[src/design/pulse_count_frequency_meter_macros.svh]
// Assertion macros shared by the pulse counter frequency meter modules.
// Depends on nothing; include by bare file name.
`ifndef PULSE_COUNT_FREQUENCY_METER_MACROS_SVH
`define PULSE_COUNT_FREQUENCY_METER_MACROS_SVH
// assert that a implies b at the same edge
`define PCFM_ASSERT_IMPLY(lbl, clk, rst, a, b) \
   lbl: assert property (@(posedge clk) disable iff (rst) (a) |-> (b)) \
      else $error("implication failed");
// assert that a implies b at the next edge
`define PCFM_ASSERT_NEXT(lbl, clk, rst, a, b) \
   lbl: assert property (@(posedge clk) disable iff (rst) (a) |=> (b)) \
      else $error("next-cycle implication failed");
`endif

[src/design/pcfm_pkg.sv]
// Package for the pulse counter frequency meter: widths, mode codes, commands.
// Used by the controller, datapath and top level.
`default_nettype none
package pcfm_pkg;
   localparam int CHANNELS = 8;
   localparam int CH_W     = 3;
   localparam int CNT_BITS = 32;

   localparam logic [1:0] MODE_EDGE   = 2'd0;
   localparam logic [1:0] MODE_POLL   = 2'd1;
   localparam logic [1:0] MODE_REPORT = 2'd2;
   localparam logic [1:0] MODE_UNUSED = 2'd3;

   localparam logic [2:0] CSR_MIN_INT   = 3'd0;
   localparam logic [2:0] CSR_REP_EN    = 3'd1;
   localparam logic [2:0] CSR_ACT_LVL   = 3'd2;
   localparam logic [2:0] CSR_FSCALE    = 3'd3;
   localparam logic [2:0] CSR_FOFFSET   = 3'd4;
   localparam logic [2:0] CSR_CSCALE    = 3'd5;
   localparam logic [2:0] CSR_COFFSET   = 3'd6;

   localparam logic signed [47:0] MAX48 = 48'sh7FFF_FFFF_FFFF;
   localparam logic signed [47:0] MIN48 = 48'sh8000_0000_0000;
   localparam logic [19:0] ONE_MILLION = 20'd1000000;

   typedef struct packed {
      logic load;      // latch item, compute first step
      logic div_start; // start divider
      logic mul_step;  // advance multiply stage
      logic finish;    // form result
   } cmd_type;

   typedef struct packed {
      logic div_busy;
      logic need_div;  // report path with frequency computed
      logic mul_last;
      logic has_rsp;
   } sts_type;
endpackage
`default_nettype wire

[src/design/pcfm_ctrl.sv]
// Controller state machine for the pulse counter frequency meter.
// Depends on pcfm_pkg and the macros header.
`default_nettype none
`include "pulse_count_frequency_meter_macros.svh"
module pcfm_ctrl (
   input  wire logic              clock,
   input  wire logic              reset,
   input  wire logic              in_valid,
   output logic                   in_ready,
   output logic                   out_valid,
   input  wire logic              out_ready,
   output pcfm_pkg::cmd_type      cmd,
   input  wire pcfm_pkg::sts_type sts
);
   import pcfm_pkg::*;

   typedef enum logic [5:0] {
      S_IDLE = 6'b000001,
      S_LOAD = 6'b000010,
      S_DIV  = 6'b000100,
      S_MUL  = 6'b001000,
      S_FIN  = 6'b010000,
      S_OUT  = 6'b100000
   } state_type;

   state_type state_ff, state_in;

   always_comb begin
      state_in = state_ff;
      cmd      = '0;
      in_ready = 1'b0;
      case (state_ff)
         S_IDLE: begin
            in_ready = 1'b1;
            if (in_valid) begin
               cmd.load = 1'b1;
               state_in = S_LOAD;
            end
         end
         S_LOAD: begin
            if (sts.need_div) begin
               cmd.div_start = 1'b1;
               state_in = S_DIV;
            end else begin
               state_in = S_MUL;
            end
         end
         S_DIV: begin
            if (!sts.div_busy) state_in = S_MUL;
         end
         S_MUL: begin
            cmd.mul_step = 1'b1;
            if (sts.mul_last) state_in = S_FIN;
         end
         S_FIN: begin
            cmd.finish = 1'b1;
            state_in = sts.has_rsp ? S_OUT : S_IDLE;
         end
         S_OUT: begin
            if (out_ready) state_in = S_IDLE;
         end
         default: state_in = S_IDLE;
      endcase
   end

   assign out_valid = (state_ff == S_OUT);

   always_ff @(posedge clock) begin
      if (reset) state_ff <= S_IDLE;
      else       state_ff <= state_in;
   end

   `PCFM_ASSERT_IMPLY(a_onehot, clock, reset, 1'b1, $onehot(state_ff))
   `PCFM_ASSERT_IMPLY(a_excl, clock, reset, in_ready, !out_valid)
   `PCFM_ASSERT_NEXT(a_hold, clock, reset, out_valid && !out_ready, out_valid)
endmodule
`default_nettype wire

[config.mk]
export PLATFORM = sky130hd
export DESIGN_NAME = pcfm_ctrl
export DESIGN_NICKNAME = d
export VERILOG_FILES = /design/src/design/pcfm_pkg.sv /design/src/design/pcfm_ctrl.sv
export VERILOG_INCLUDE_DIRS = /design/src /design/src/design
export SDC_FILE = /design/constraint.sdc
export NUM_CORES = 1
export LEC_CHECK = 0
export ABC_AREA = 1
export BUFFER_PORTS_ARGS = -buffer_cell sky130_fd_sc_hd__buf_2
export CORE_AREA = 2 2 39 41
export CTS_CLUSTER_DIAMETER = 60
export DETAILED_ROUTE_END_ITERATION = 8
export DIE_AREA = 0 0 41 43
export HOLD_SLACK_MARGIN = 0.06
export PLACE_DENSITY = 0.47
export RECOVER_POWER = 100
export REMOVE_ABC_BUFFERS = 1
export SYNTH_ARGS = -nofsm -noshare
export SYNTH_HDL_FRONTEND = slang
export SYNTH_SLANG_ARGS = --single-unit
[constraint.sdc]
create_clock -name clock -period 3.2 [get_ports clock]
set_input_delay 0.32 -clock clock [delete_from_list [all_inputs] [get_ports clock]]
set_output_delay 0.32 -clock clock [all_outputs]
set_load 0.01 [all_outputs]
---- After elaboration in Yosys (flattened, before gate mapping) ----
Cells that the tools add are included.
storage, ports and cells
  bits in registers ....................... 6
  bits of input ports ..................... 8
  output and inout bits ................... 6
  logic and storage cells ................. 26
operators by class
  equal/unequal tests ..................... 10
  multiplexer cells ....................... 14
  reduce and logical (&&, ||, !) cells .... 1
operators with widths
  cell                  number
  $pmux W6 S6           1
  $mux W6               5
  $mux W1               7
  $eq A6 B1 Y1 const B  1
  $eq A6 B2 Y1 const B  1
  $eq A6 B3 Y1 const B  1
  $eq A6 B4 Y1 const B  1
  $eq A6 B5 Y1 const B  1
  $eq A6 B6 Y1 const B  1
  $ne A2 B2 Y1 const B  3
  $mux W4               1
  $reduce_and A4 Y1     1
  $ne A2 B1 Y1 const B  1

---- Depth between registers and ports, before layout ----
Gate-level depths: netlist (run 1).
  word-level depth ........................ 3
  depth in mapped cells ................... 7
  gate-level depth less buffers ........... 7

---- Least setup slack after synthesis (run 1) ----
Ideal clock, no wire load.
  kind .................................... register -> output
  start point ............................. register state_ff[2]
  end point ............................... output out_valid
  data arrival time ....................... 850 ps
  data required time ...................... 2880 ps
  setup slack ............................. 2030 ps
  cell stages (with the launch flop) ...... 4
  path buffers ............................ 0
  cells stage by stage .................... dfxtp_1 nor2_4 nand2_1 nor3_1
between the ends
  word-level cells in the longest chain between the ends .. 1
ends and longest elaborated chain
  item                    RTL line         source
  start, declared         pcfm_ctrl.sv:26  state_type state_ff, state_in;
  start signal, assigned  pcfm_ctrl.sv:70  else state_ff <= state_in;
  $eq A6 B6 Y1            pcfm_ctrl.sv:66  assign out_valid = (state_ff == S_OUT);
  end, declared           pcfm_ctrl.sv:10  output logic out_valid,
Every way passes these cells.

==> impl_metrics.yaml, run 1 <==
run_status:
  run_status: "completed"
grt:
  grt_first_pass_wirelength_mm: 1.483
  grtUsageTotal_pct: 12.76
  maximum_number_of_pins_on_one_net_before_global_route_repair: 9
  antenna_found_initial: 0
  grt-ovfl-total: 0
  number_of_global_route_vias_before_repair: 377
sta:
  timing_worst_slew_pin_value_ns: 0.4905
  unrepaired_setup_endpoints_after_global_routing: "no"
  period_share_pct: 56.87
  finalCriticalPeriod_ns: 1.820
  timing.final.hold_violations: 0
  clock_skew_ns: 0.002256
  relative_max_transition_margin_pct: 67.18
  hold-worst-slack_ns: 0.3163
  finalSetupViolations: 0
  final_max_slew_viol_count: 0
  timing.setup.tns_ns: 0
  maximum_clock_rate_ghz: 0.5495
clock_tree:
  cts_repair_resize_count: 0
  numCtsBuffers: 3
  clk_transition_reported_paths_ns: 0.05
  post-cts-setup-buffer-count: 0
  cts-root-buf: "clkbuf_4"
  tritoncts: "yes"
  clock-sinks: 6
  clock_tree.htree_level_count: 1
  ctsLongestPathBuffers: 2
  cts-hold-fix-buffers: 0
  clk-insertion-delay-late_ns: 0.25
worst_setup_path:
  critPathKind: "flip-flop to output port"
  worstPathMaxFanout: 8
  critical_path_slowest_stage_cell: "nor2_1"
  cp_top_family: "simple AND/OR/NAND/NOR gates"
  critPathArrivalTime_ns: 1.50
  worst_setup_path_end_kind: "output port"
  timing.critical_path.buf_inv: 1
  crit_path_max_incr_delay_ns: 0.41
  worst_ep_required_time_ns: 2.88
  cp_cell_sequence: "nor2_1 -> nand3_1 -> nor2_1 -> clkbuf_1"
  cp-start-kind: "flip-flop"
  cpMostUsedCell: "nor2_1"
power:
  power_frac_comb_pct: 19.1
  total_leakage_power_nw: 0.2240
  irDropWorstVdd_uv: 151.8
  power.net_switching_mw: 0.05569
  clock_power_share_pct: 37.7
  internal_power_consumption_mw: 0.1338
  power.sequential.fraction_pct: 43.1
  power_switching_share_pct: 29.39
  power.density_cell_area_nw_per_um2: 416.1
synth:
  yosysTopAreaCellShare_pct: 32.32
  postSynthCellCount: 58
  synthDistinctLibCells: 13
  synth_warnings: 0
  post_synth_instance_area_um2: 371.6
  synth_area_leader_cell: "dfxtp_1"
  ys_seq_elements: 6
  sequential_to_total_area_share_from_yosys_stat_pct: 32.32
  ranking_of_synthesized_cells_by_area: "dfxtp_1, inv_1, nor2_1"
  syn_avg_cell_area_um2: 6.407
flow_run:
  maxCapViolations: 0
floorplan:
  rows: 14
  ioPinCount: 14
  die_w_um: 41
  floorplan.initialDensity_pct: 26.85
  chipHeight_um: 43
  core_region_area_um2: 1384
  die_area_um2: 1763
finish:
  synth_to_final_area_change_pct: 22.56
  registers.top_by_ff_count: "state_ff"
  antenna_cells_inserted: 0
  largestRegisters: "state_ff x6"
  largest_register_ffs: 6
  design_area_um2: 455.4
  num-nets-final: 84
  drive_gt1_share_pct: 17.57
routing:
  drcViolationCount: 0
  drt_pass1_iterations: 4
  drt-initial-drc-count: 4
  vias: 422
  routed_via_density: 4.689
  detail_route.wl_per_cell_um: 9.711
  finalWirelength_um: 874
  route.antenna.remaining_nets: 0
placement:
  finalWeightedCongestion: 0.7747
  port_buffers: 13
  detailed_place.area_um2: 456.7
  detailedPlacementHpwl_um: 694.1
worst_hold_path:
  min_path_type: "input port to flip-flop"
==> cells by family (layout without fill, tap and decap cells) <==
kind of cell	count (synthesis)	after routing	share of synthesized area (%)
AND/OR/NAND/NOR	34	34	47.14
buffers and inverters	11	27	11.11
AO/OA/AOI/OAI	7	7	9.427
flip-flops	6	6	32.32
==> final cells by class <==
cell class	count	area [um^2]
repair buffers	13	58.81
inverters	11	41.29
well taps	16	20.02
multi-input cells	41	192.7
flip-flops and latches	6	120.1
fillers	163	928.4
clock buffers	3	22.52
==> power groups by stage <==
stage                     clock, mW  combinational, mW  sequential [mW]
after floorplan                   0             0.0249           0.0829
after global placement            0             0.0387           0.0831
after detailed placement          0             0.0388           0.0833
after CTS                    0.0722             0.0390           0.0819
after global routing         0.0761             0.0427           0.0821
final                        0.0715             0.0363           0.0817
==> stage by stage <==
stage | utilization, % | total power, mW | setup slack (ns) | instances
floorplan | - | 0.1077 | 2.030 | 58
global placement | 33.00 | 0.1218 | 1.930 | 87
detailed placement | 33.00 | 0.1221 | 1.925 | 87
CTS | 34.63 | 0.1931 | 1.655 | 90
global route | 32.91 | 0.2009 | 1.229 | 90
finish | 32.91 | 0.1895 | 1.380 | 90
==> cell usage after synthesis <==
master / number
inv_1: 10
nor2_1: 9
nand2_1: 8
dfxtp_1: 6
nand3_1: 5
nand4_1: 5
a21oi_1: 4
nor2_4: 3
nor3_1: 3
o21ai_1: 2
inv_2: 1
nor2_2: 1
o21ai_0: 1
==> cells in the final DEF (no fill, tap or decap), drive strengths merged <==
cell    instances
nor2           13
inv            11
nand2           8
buf             8
clkbuf          8
dfxtp           6
nand3           5
nand4           5
a21oi           4
nor3            3
o21ai           3
==> final timing paths <==
check | slack, ns | from | end | cells past startpoint
max | 1.38 | state_ff[4] | cmd[3] | 4
min | 0.32 | reset | state_ff[2] | 2
max reg2reg | 1.75 | state_ff[4] | state_ff[0] | 6
min reg2reg | 0.60 | state_ff[2] | state_ff[2] | 4
==> layer usage <==
layer	wire, um	vias up	track usage (%)
met2	369	18	16.25
met5	0	-	0
li1	-	224	-
met1	407	176	17.42
met4	31	0	10.00
met3	65	4	3.141
(Power assumes the default switching activity.)
==> run 2, diff against run 1 <==
--- a/config.mk
+++ b/config.mk
@@ -6,14 +6,14 @@
 export SDC_FILE = /design/constraint.sdc
 export NUM_CORES = 1
 export LEC_CHECK = 0
-export ABC_AREA = 1
+export ABC_AREA = 0
 export BUFFER_PORTS_ARGS = -buffer_cell sky130_fd_sc_hd__buf_2
 export CORE_AREA = 2 2 39 41
 export CTS_CLUSTER_DIAMETER = 60
 export DETAILED_ROUTE_END_ITERATION = 8
 export DIE_AREA = 0 0 41 43
 export HOLD_SLACK_MARGIN = 0.06
-export PLACE_DENSITY = 0.47
+export PLACE_DENSITY = 0.54
 export RECOVER_POWER = 100
 export REMOVE_ABC_BUFFERS = 1
 export SYNTH_ARGS = -nofsm -noshare
==> constraint.sdc (replaced) <==
create_clock -name clock -period 1.7 [get_ports clock]
set_input_delay 0.17 -clock clock [delete_from_list [all_inputs] [get_ports clock]]
set_output_delay 0.17 -clock clock [all_outputs]
set_load 0.01 [all_outputs]
==> impl_metrics.yaml, run 2 <==
sta:
  final_max_slew_viol_count: 0
  period_share_pct: 107.6
  finalSetupViolations: 8
  clock_skew_ns: 0.0007703
  unrepaired_setup_endpoints_after_global_routing: "yes"
  finalCriticalPeriod_ns: 1.830
  timing.final.hold_violations: 0
  maximum_clock_rate_ghz: 0.5465
  relative_max_transition_margin_pct: 81.77
  timing_worst_slew_pin_value_ns: 0.2710
  timing.setup.tns_ns: -0.4756
  fin_ws_ns: -0.1299
worst_setup_path:
  timing.critical_path.buf_inv: 1
  crit_path_end: "cmd[3]"
  critical_path_slowest_stage_cell: "or4b_4"
  cp_cell_sequence: "or4b_4 -> or2_4 -> nor2_2 -> and2_1 -> buf_2"
  worst_ep_required_time_ns: 1.53
  critPathKind: "flip-flop to output port"
  worst_setup_path_end_kind: "output port"
  critical_path.reg2reg.startpoint: "state_ff[2]"
  cp_top_family: "simple AND/OR/NAND/NOR gates"
  crit_path_max_incr_delay_ns: 0.53
  worstPathMaxFanout: 3
  setup.worst_path.start: "state_ff[2]"
  timing.reg2reg.worst_path_depth: 6
  critPathArrivalTime_ns: 1.66
  worst-path-stages: 5
  timing.rr.end: "state_ff[3]"
  r2r_slack_ns: -0.11
  cp-start-kind: "flip-flop"
clock_tree:
  ctsLongestPathBuffers: 2
  cts-root-buf: "clkbuf_4"
  cts-hold-fix-buffers: 0
  clk-insertion-delay-late_ns: 0.25
  clock-sinks: 6
  numCtsBuffers: 3
  clk_transition_reported_paths_ns: 0.05
  tritoncts: "yes"
  clock_tree.htree_level_count: 1
finish:
  registers.top_by_ff_count: "state_ff"
  largestRegisters: "state_ff x6"
  drive_gt1_share_pct: 53.33
  antenna_cells_inserted: 0
  postLayoutCoreUtil_pct: 46.47
  fillCellCount: 144
  design_area_um2: 643.1
  largest_register_ffs: 6
  mostFrequentLayoutCell: "buf_2"
  num-nets-final: 85
  most-common-layout-cells: "buf_2, buf_4, nor2_1, dfxtp_1, clkbuf_4"
  synth_to_final_area_change_pct: 41.21
run_status:
  run_status: "complete, but fails checks"
  failed_checks: "negative setup slack"
synth:
  synth_async_sr_flop_share_pct: 0
  synth_warnings: 0
  synthDistinctLibCells: 34
  syn_avg_cell_area_um2: 8.593
  postSynthCellCount: 53
  synth_flop_cell: "dfxtp_1"
  ranking_of_synthesized_cells_by_area: "dfxtp_1, nor4_4, buf_2"
  ys_seq_elements: 6
  synth_area_leader_cell: "dfxtp_1"
  sequential_to_total_area_share_from_yosys_stat_pct: 26.37
  yosysTopAreaCellShare_pct: 26.37
  synth_enable_flop_cells: 0
  synth_commonest_cells: "dfxtp_1, buf_2, nor2_1"
  synth_most_common_cell: "dfxtp_1"
  post_synth_instance_area_um2: 455.4
routing:
  drt-initial-drc-count: 1
  drt_pass1_iterations: 3
  route.antenna.remaining_nets: 0
  detail_route.wl_per_cell_um: 11.93
  drcViolationCount: 0
  routed_via_density: 4.967
  vias: 452
  finalWirelength_mm: 1.086
placement:
  port_buffers: 13
  detailedPlacementHpwl_um: 829.3
  finalWeightedCongestion: 0.7544
  detailed_place.area_um2: 561.8
grt:
  grt_first_pass_wirelength_mm: 1.814
  maximum_number_of_pins_on_one_net_before_global_route_repair: 9
  number_of_global_route_vias_before_repair: 427
  grtUsageTotal_pct: 15.28
  grt-ovfl-total: 0
  antenna_found_initial: 0
floorplan:
  chipHeight_um: 43
  ioPinCount: 14
  rows: 14
  die_area_um2: 1763
  core_region_area_um2: 1384
  floorplan.initialDensity_pct: 32.91
  die_w_um: 41
power:
  irDropWorstVdd_uv: 318.0
  power.density_cell_area_nw_per_um2: 948.0
  total_leakage_power_nw: 0.2772
worst_hold_path:
  min_path_type: "input port to flip-flop"
flow_run:
  maxCapViolations: 0
==> run 2: changes by cell type in the layout (fill, tap and decap cells not counted), moves of 6 or more <==
cell	previous run	this run
nand2_1	8	2
inv_1	10	2
buf_4	0	10
nor2_1	12	4
==> run 2: where the power goes <==
group / internal (mW) / switching, mW
logic: 0.173 / 0.133
clock network: 0.0801 / 0.0554
registers: 0.156 / 0.0118
total: 0.409 / 0.200
==> run 2: worst min-delay path by stage <==
stage / startpoint / end / slack (ns) / cells past startpoint
2_1_floorplan: reset / state_ff[1] / 0.24 / 1
3_3_place_gp: reset / state_ff[4] / 0.45 / 2
3_5_place_dp: reset / state_ff[4] / 0.46 / 2
4_1_cts: reset / state_ff[1] / 0.19 / 2
5_1_grt: reset / state_ff[1] / 0.19 / 2
6_report: reset / state_ff[1] / 0.19 / 2
==> run 2: cells by family (layout without fill, tap and decap cells) <==
family / after synthesis / in the layout / share of synthesized area [%]
xor+xnor: 1 / 1 / 1.923
simple gates: 29 / 29 / 46.98
mux: 2 / 2 / 4.396
flops: 6 / 6 / 26.37
compound gates: 7 / 7 / 10.16
buf+inv: 8 / 30 / 10.17
==> run 2: what timing repair did <==
action,CTS,global route
setup buffers,2,2
endpoints found under the setup margin,4,5
gates cloned,0,0
gates resized for setup,4,4
pin swaps,2,5
==> run 2: layout make-up <==
type / count / area [um^2] / area share, %
Timing Repair Buffer: 25 / 156.4 / 24.32
Inverter: 2 / 7.507 / 1.167
Sequential cell: 6 / 122.6 / 19.07
Multi-Input combinational cell: 39 / 314.1 / 48.83
Clock buffer: 3 / 22.52 / 3.502
Tap cell: 16 / 20.02 / 3.113
==> run 2: routing by layer <==
layer  track usage (%)  up-vias  share of wire, %
met5                 0        -                 0
met4             10.00        0               2.5
met3             1.571        2               5.0
met2             22.19       13                46
met1             20.32      199                46
li1                  -      238                 -
==> run 2: worst register-to-register path: cells and delay by family (launching register included) <==
kind | cells | cell delay (ns)
simple gates | 3 | 0.98
flops | 1 | 0.32
buf+inv | 2 | 0.26
mux | 1 | 0.17
==> run 2: per-stage QoR <==
step	hold WS (ns)	total power, mW	std cells	setup WS, ns
CTS	0.1902	0.5814	89	-0.1679
global placement	0.4530	0.3945	84	0.05498
finish	0.1918	0.6097	91	-0.1299
floorplan	0.2435	0.3102	47	0.002996
detailed placement	0.4614	0.3967	84	0.06853
global route	0.1929	0.6540	91	-0.1921
==> run 3, diff against run 2 <==
--- a/config.mk
+++ b/config.mk
@@ -13,7 +13,7 @@
 export DETAILED_ROUTE_END_ITERATION = 8
 export DIE_AREA = 0 0 41 43
 export HOLD_SLACK_MARGIN = 0.06
-export PLACE_DENSITY = 0.54
+export PLACE_DENSITY = 0.62
 export RECOVER_POWER = 100
 export REMOVE_ABC_BUFFERS = 1
 export SYNTH_ARGS = -nofsm -noshare
==> constraint.sdc (replaced) <==
create_clock -name clock -period 2 [get_ports clock]
set_input_delay 0.2 -clock clock [delete_from_list [all_inputs] [get_ports clock]]
set_output_delay 0.2 -clock clock [all_outputs]
set_load 0.01 [all_outputs]
==> impl_metrics.yaml, run 3 (synthesis gave the netlist of run 2 again) <==
worst_setup_path:
  critical_path_slowest_stage_cell: "or4b_4"
  critPathKind: "flip-flop to output port"
  critPathArrivalTime_ns: 1.71
  worstPathMaxFanout: 11
  worst_ep_required_time_ns: 1.80
  cp-start-kind: "flip-flop"
  cp_cell_sequence: "or4b_4 -> or2_4 -> nor2_2 -> and2_1 -> buf_2"
  timing.critical_path.buf_inv: 1
  cp_top_family: "simple AND/OR/NAND/NOR gates"
  worst_setup_path_end_kind: "output port"
  crit_path_max_incr_delay_ns: 0.51
clock_tree:
  clock-sinks: 6
  clk_transition_reported_paths_ns: 0.05
  numCtsBuffers: 3
  clk-insertion-delay-late_ns: 0.25
  clock_tree.htree_level_count: 1
  ctsLongestPathBuffers: 2
  cts-root-buf: "clkbuf_4"
  tritoncts: "yes"
power:
  power.density_cell_area_nw_per_um2: 785.1
  total_leakage_power_nw: 0.2235
  totalPowerFinal_mw: 0.4263
  irDropWorstVdd_uv: 231.0
sta:
  finalCriticalPeriod_ns: 1.911
  relative_max_transition_margin_pct: 74.56
  period_share_pct: 95.56
  maximum_clock_rate_ghz: 0.5232
  timing_worst_slew_pin_value_ns: 0.3764
  timing.final.hold_violations: 0
  clock_skew_ns: 0.006251
  finalSetupViolations: 0
  final_max_slew_viol_count: 0
finish:
  regArea_um2: 125.1
  postLayoutCoreUtil_pct: 39.24
  fillCellCount: 153
  most-common-layout-cells: "buf_2, nor4_1, nor2_1, dfxtp_1"
  largestRegisters: "state_ff x6"
  multi_input_comb_area_um2: 279.0
  mostFrequentLayoutCell: "buf_2"
  registers.top_by_ff_count: "state_ff"
  synth_to_final_area_change_pct: 19.23
  drive_gt1_share_pct: 34.33
  largest_register_ffs: 6
  num-nets-final: 77
  antenna_cells_inserted: 0
grt:
  grtUsageTotal_pct: 13.04
  maximum_number_of_pins_on_one_net_before_global_route_repair: 12
  antenna_found_initial: 0
  grt-ovfl-total: 0
  grt_first_pass_wirelength_mm: 1.518
  number_of_global_route_vias_before_repair: 352
routing:
  vias: 451
  drt-initial-drc-count: 3
  detail_route.wl_per_cell_um: 12.41
  drt_pass1_iterations: 4
  finalWirelength_mm: 1.030
  routed_via_density: 5.434
  drcViolationCount: 0
  route.antenna.remaining_nets: 0
floorplan:
  chipHeight_um: 43
  die_w_um: 41
  core_region_area_um2: 1384
  floorplan.initialDensity_pct: 32.91
  die_area_um2: 1763
  ioPinCount: 14
  rows: 14
run_status:
  run_status: "completed"
placement:
  finalWeightedCongestion: 0.7349
  detailedPlacementHpwl_um: 759.7
  port_buffers: 13
flow_run:
  maxCapViolations: 0
worst_hold_path:
  min_path_type: "input port to flip-flop"
-- run 3: changes by cell type in the layout (fill, tap and decap cells not counted), sizes merged --
cell,previous run,this run
clkbuf,5,6
buf,23,14
-- run 3: layout make-up --
class,count,share of cell area [%]
Multi-Input combinational cell,39,51.38
Inverter,2,1.382
Sequential cell,6,23.04
Clock buffer,3,4.147
Timing Repair Buffer,17,16.36
Tap cell,16,3.687
-- run 3: timing repair --
| item | 4_1_cts | 5_1_grt |
|---|---|---|
| gates resized for setup | 1 | 3 |
| setup buffers | 0 | 0 |
| endpoints found under the setup margin | 1 | 1 |
| hold buffers | 0 | 0 |
| cloned | 0 | 0 |
-- run 3: per-layer routing --
layer / global-route usage, % / part of all wire (%)
met1: 17.63 / 49
met2: 16.88 / 43
met3: 3.141 / 6.1
met4: 10.00 / 1.8
met5: 0 / 0
-- run 3: final timing paths --
kind	end	slack [ns]	depth (start not counted)	startpoint
hold / removal	state_ff[4]	0.23	2	reset
setup reg to reg	state_ff[3]	0.28	5	state_ff[1]
setup / recovery	cmd[3]	0.09	5	state_ff[3]
hold reg to reg	state_ff[5]	0.49	1	state_ff[0]
-- run 3: metrics by stage --
step	hold slack, ns	setup slack, ns	setup TNS [ns]	cells	instance area, um^2
5_1_grt	0.2325	-0.006028	-0.006028	83	543.0
6_report	0.2276	0.08873	0	83	543.0
4_1_cts	0.2284	0.002353	0	83	555.5
3_5_place_dp	0.4904	0.2711	0	80	531.8
3_3_place_gp	0.4909	0.2987	0	80	531.8
2_1_floorplan	0.2735	0.2730	0	47	416.7
-- run 3: report_power, final --
part | switching, mW | total (mW) | internal (mW) | leakage (nW)
logic | 0.0852 | 0.164 | 0.0785 | 0.160
registers | 0.0137 | 0.146 | 0.132 | 0.0495
clock network | 0.0482 | 0.116 | 0.0682 | 0.0138
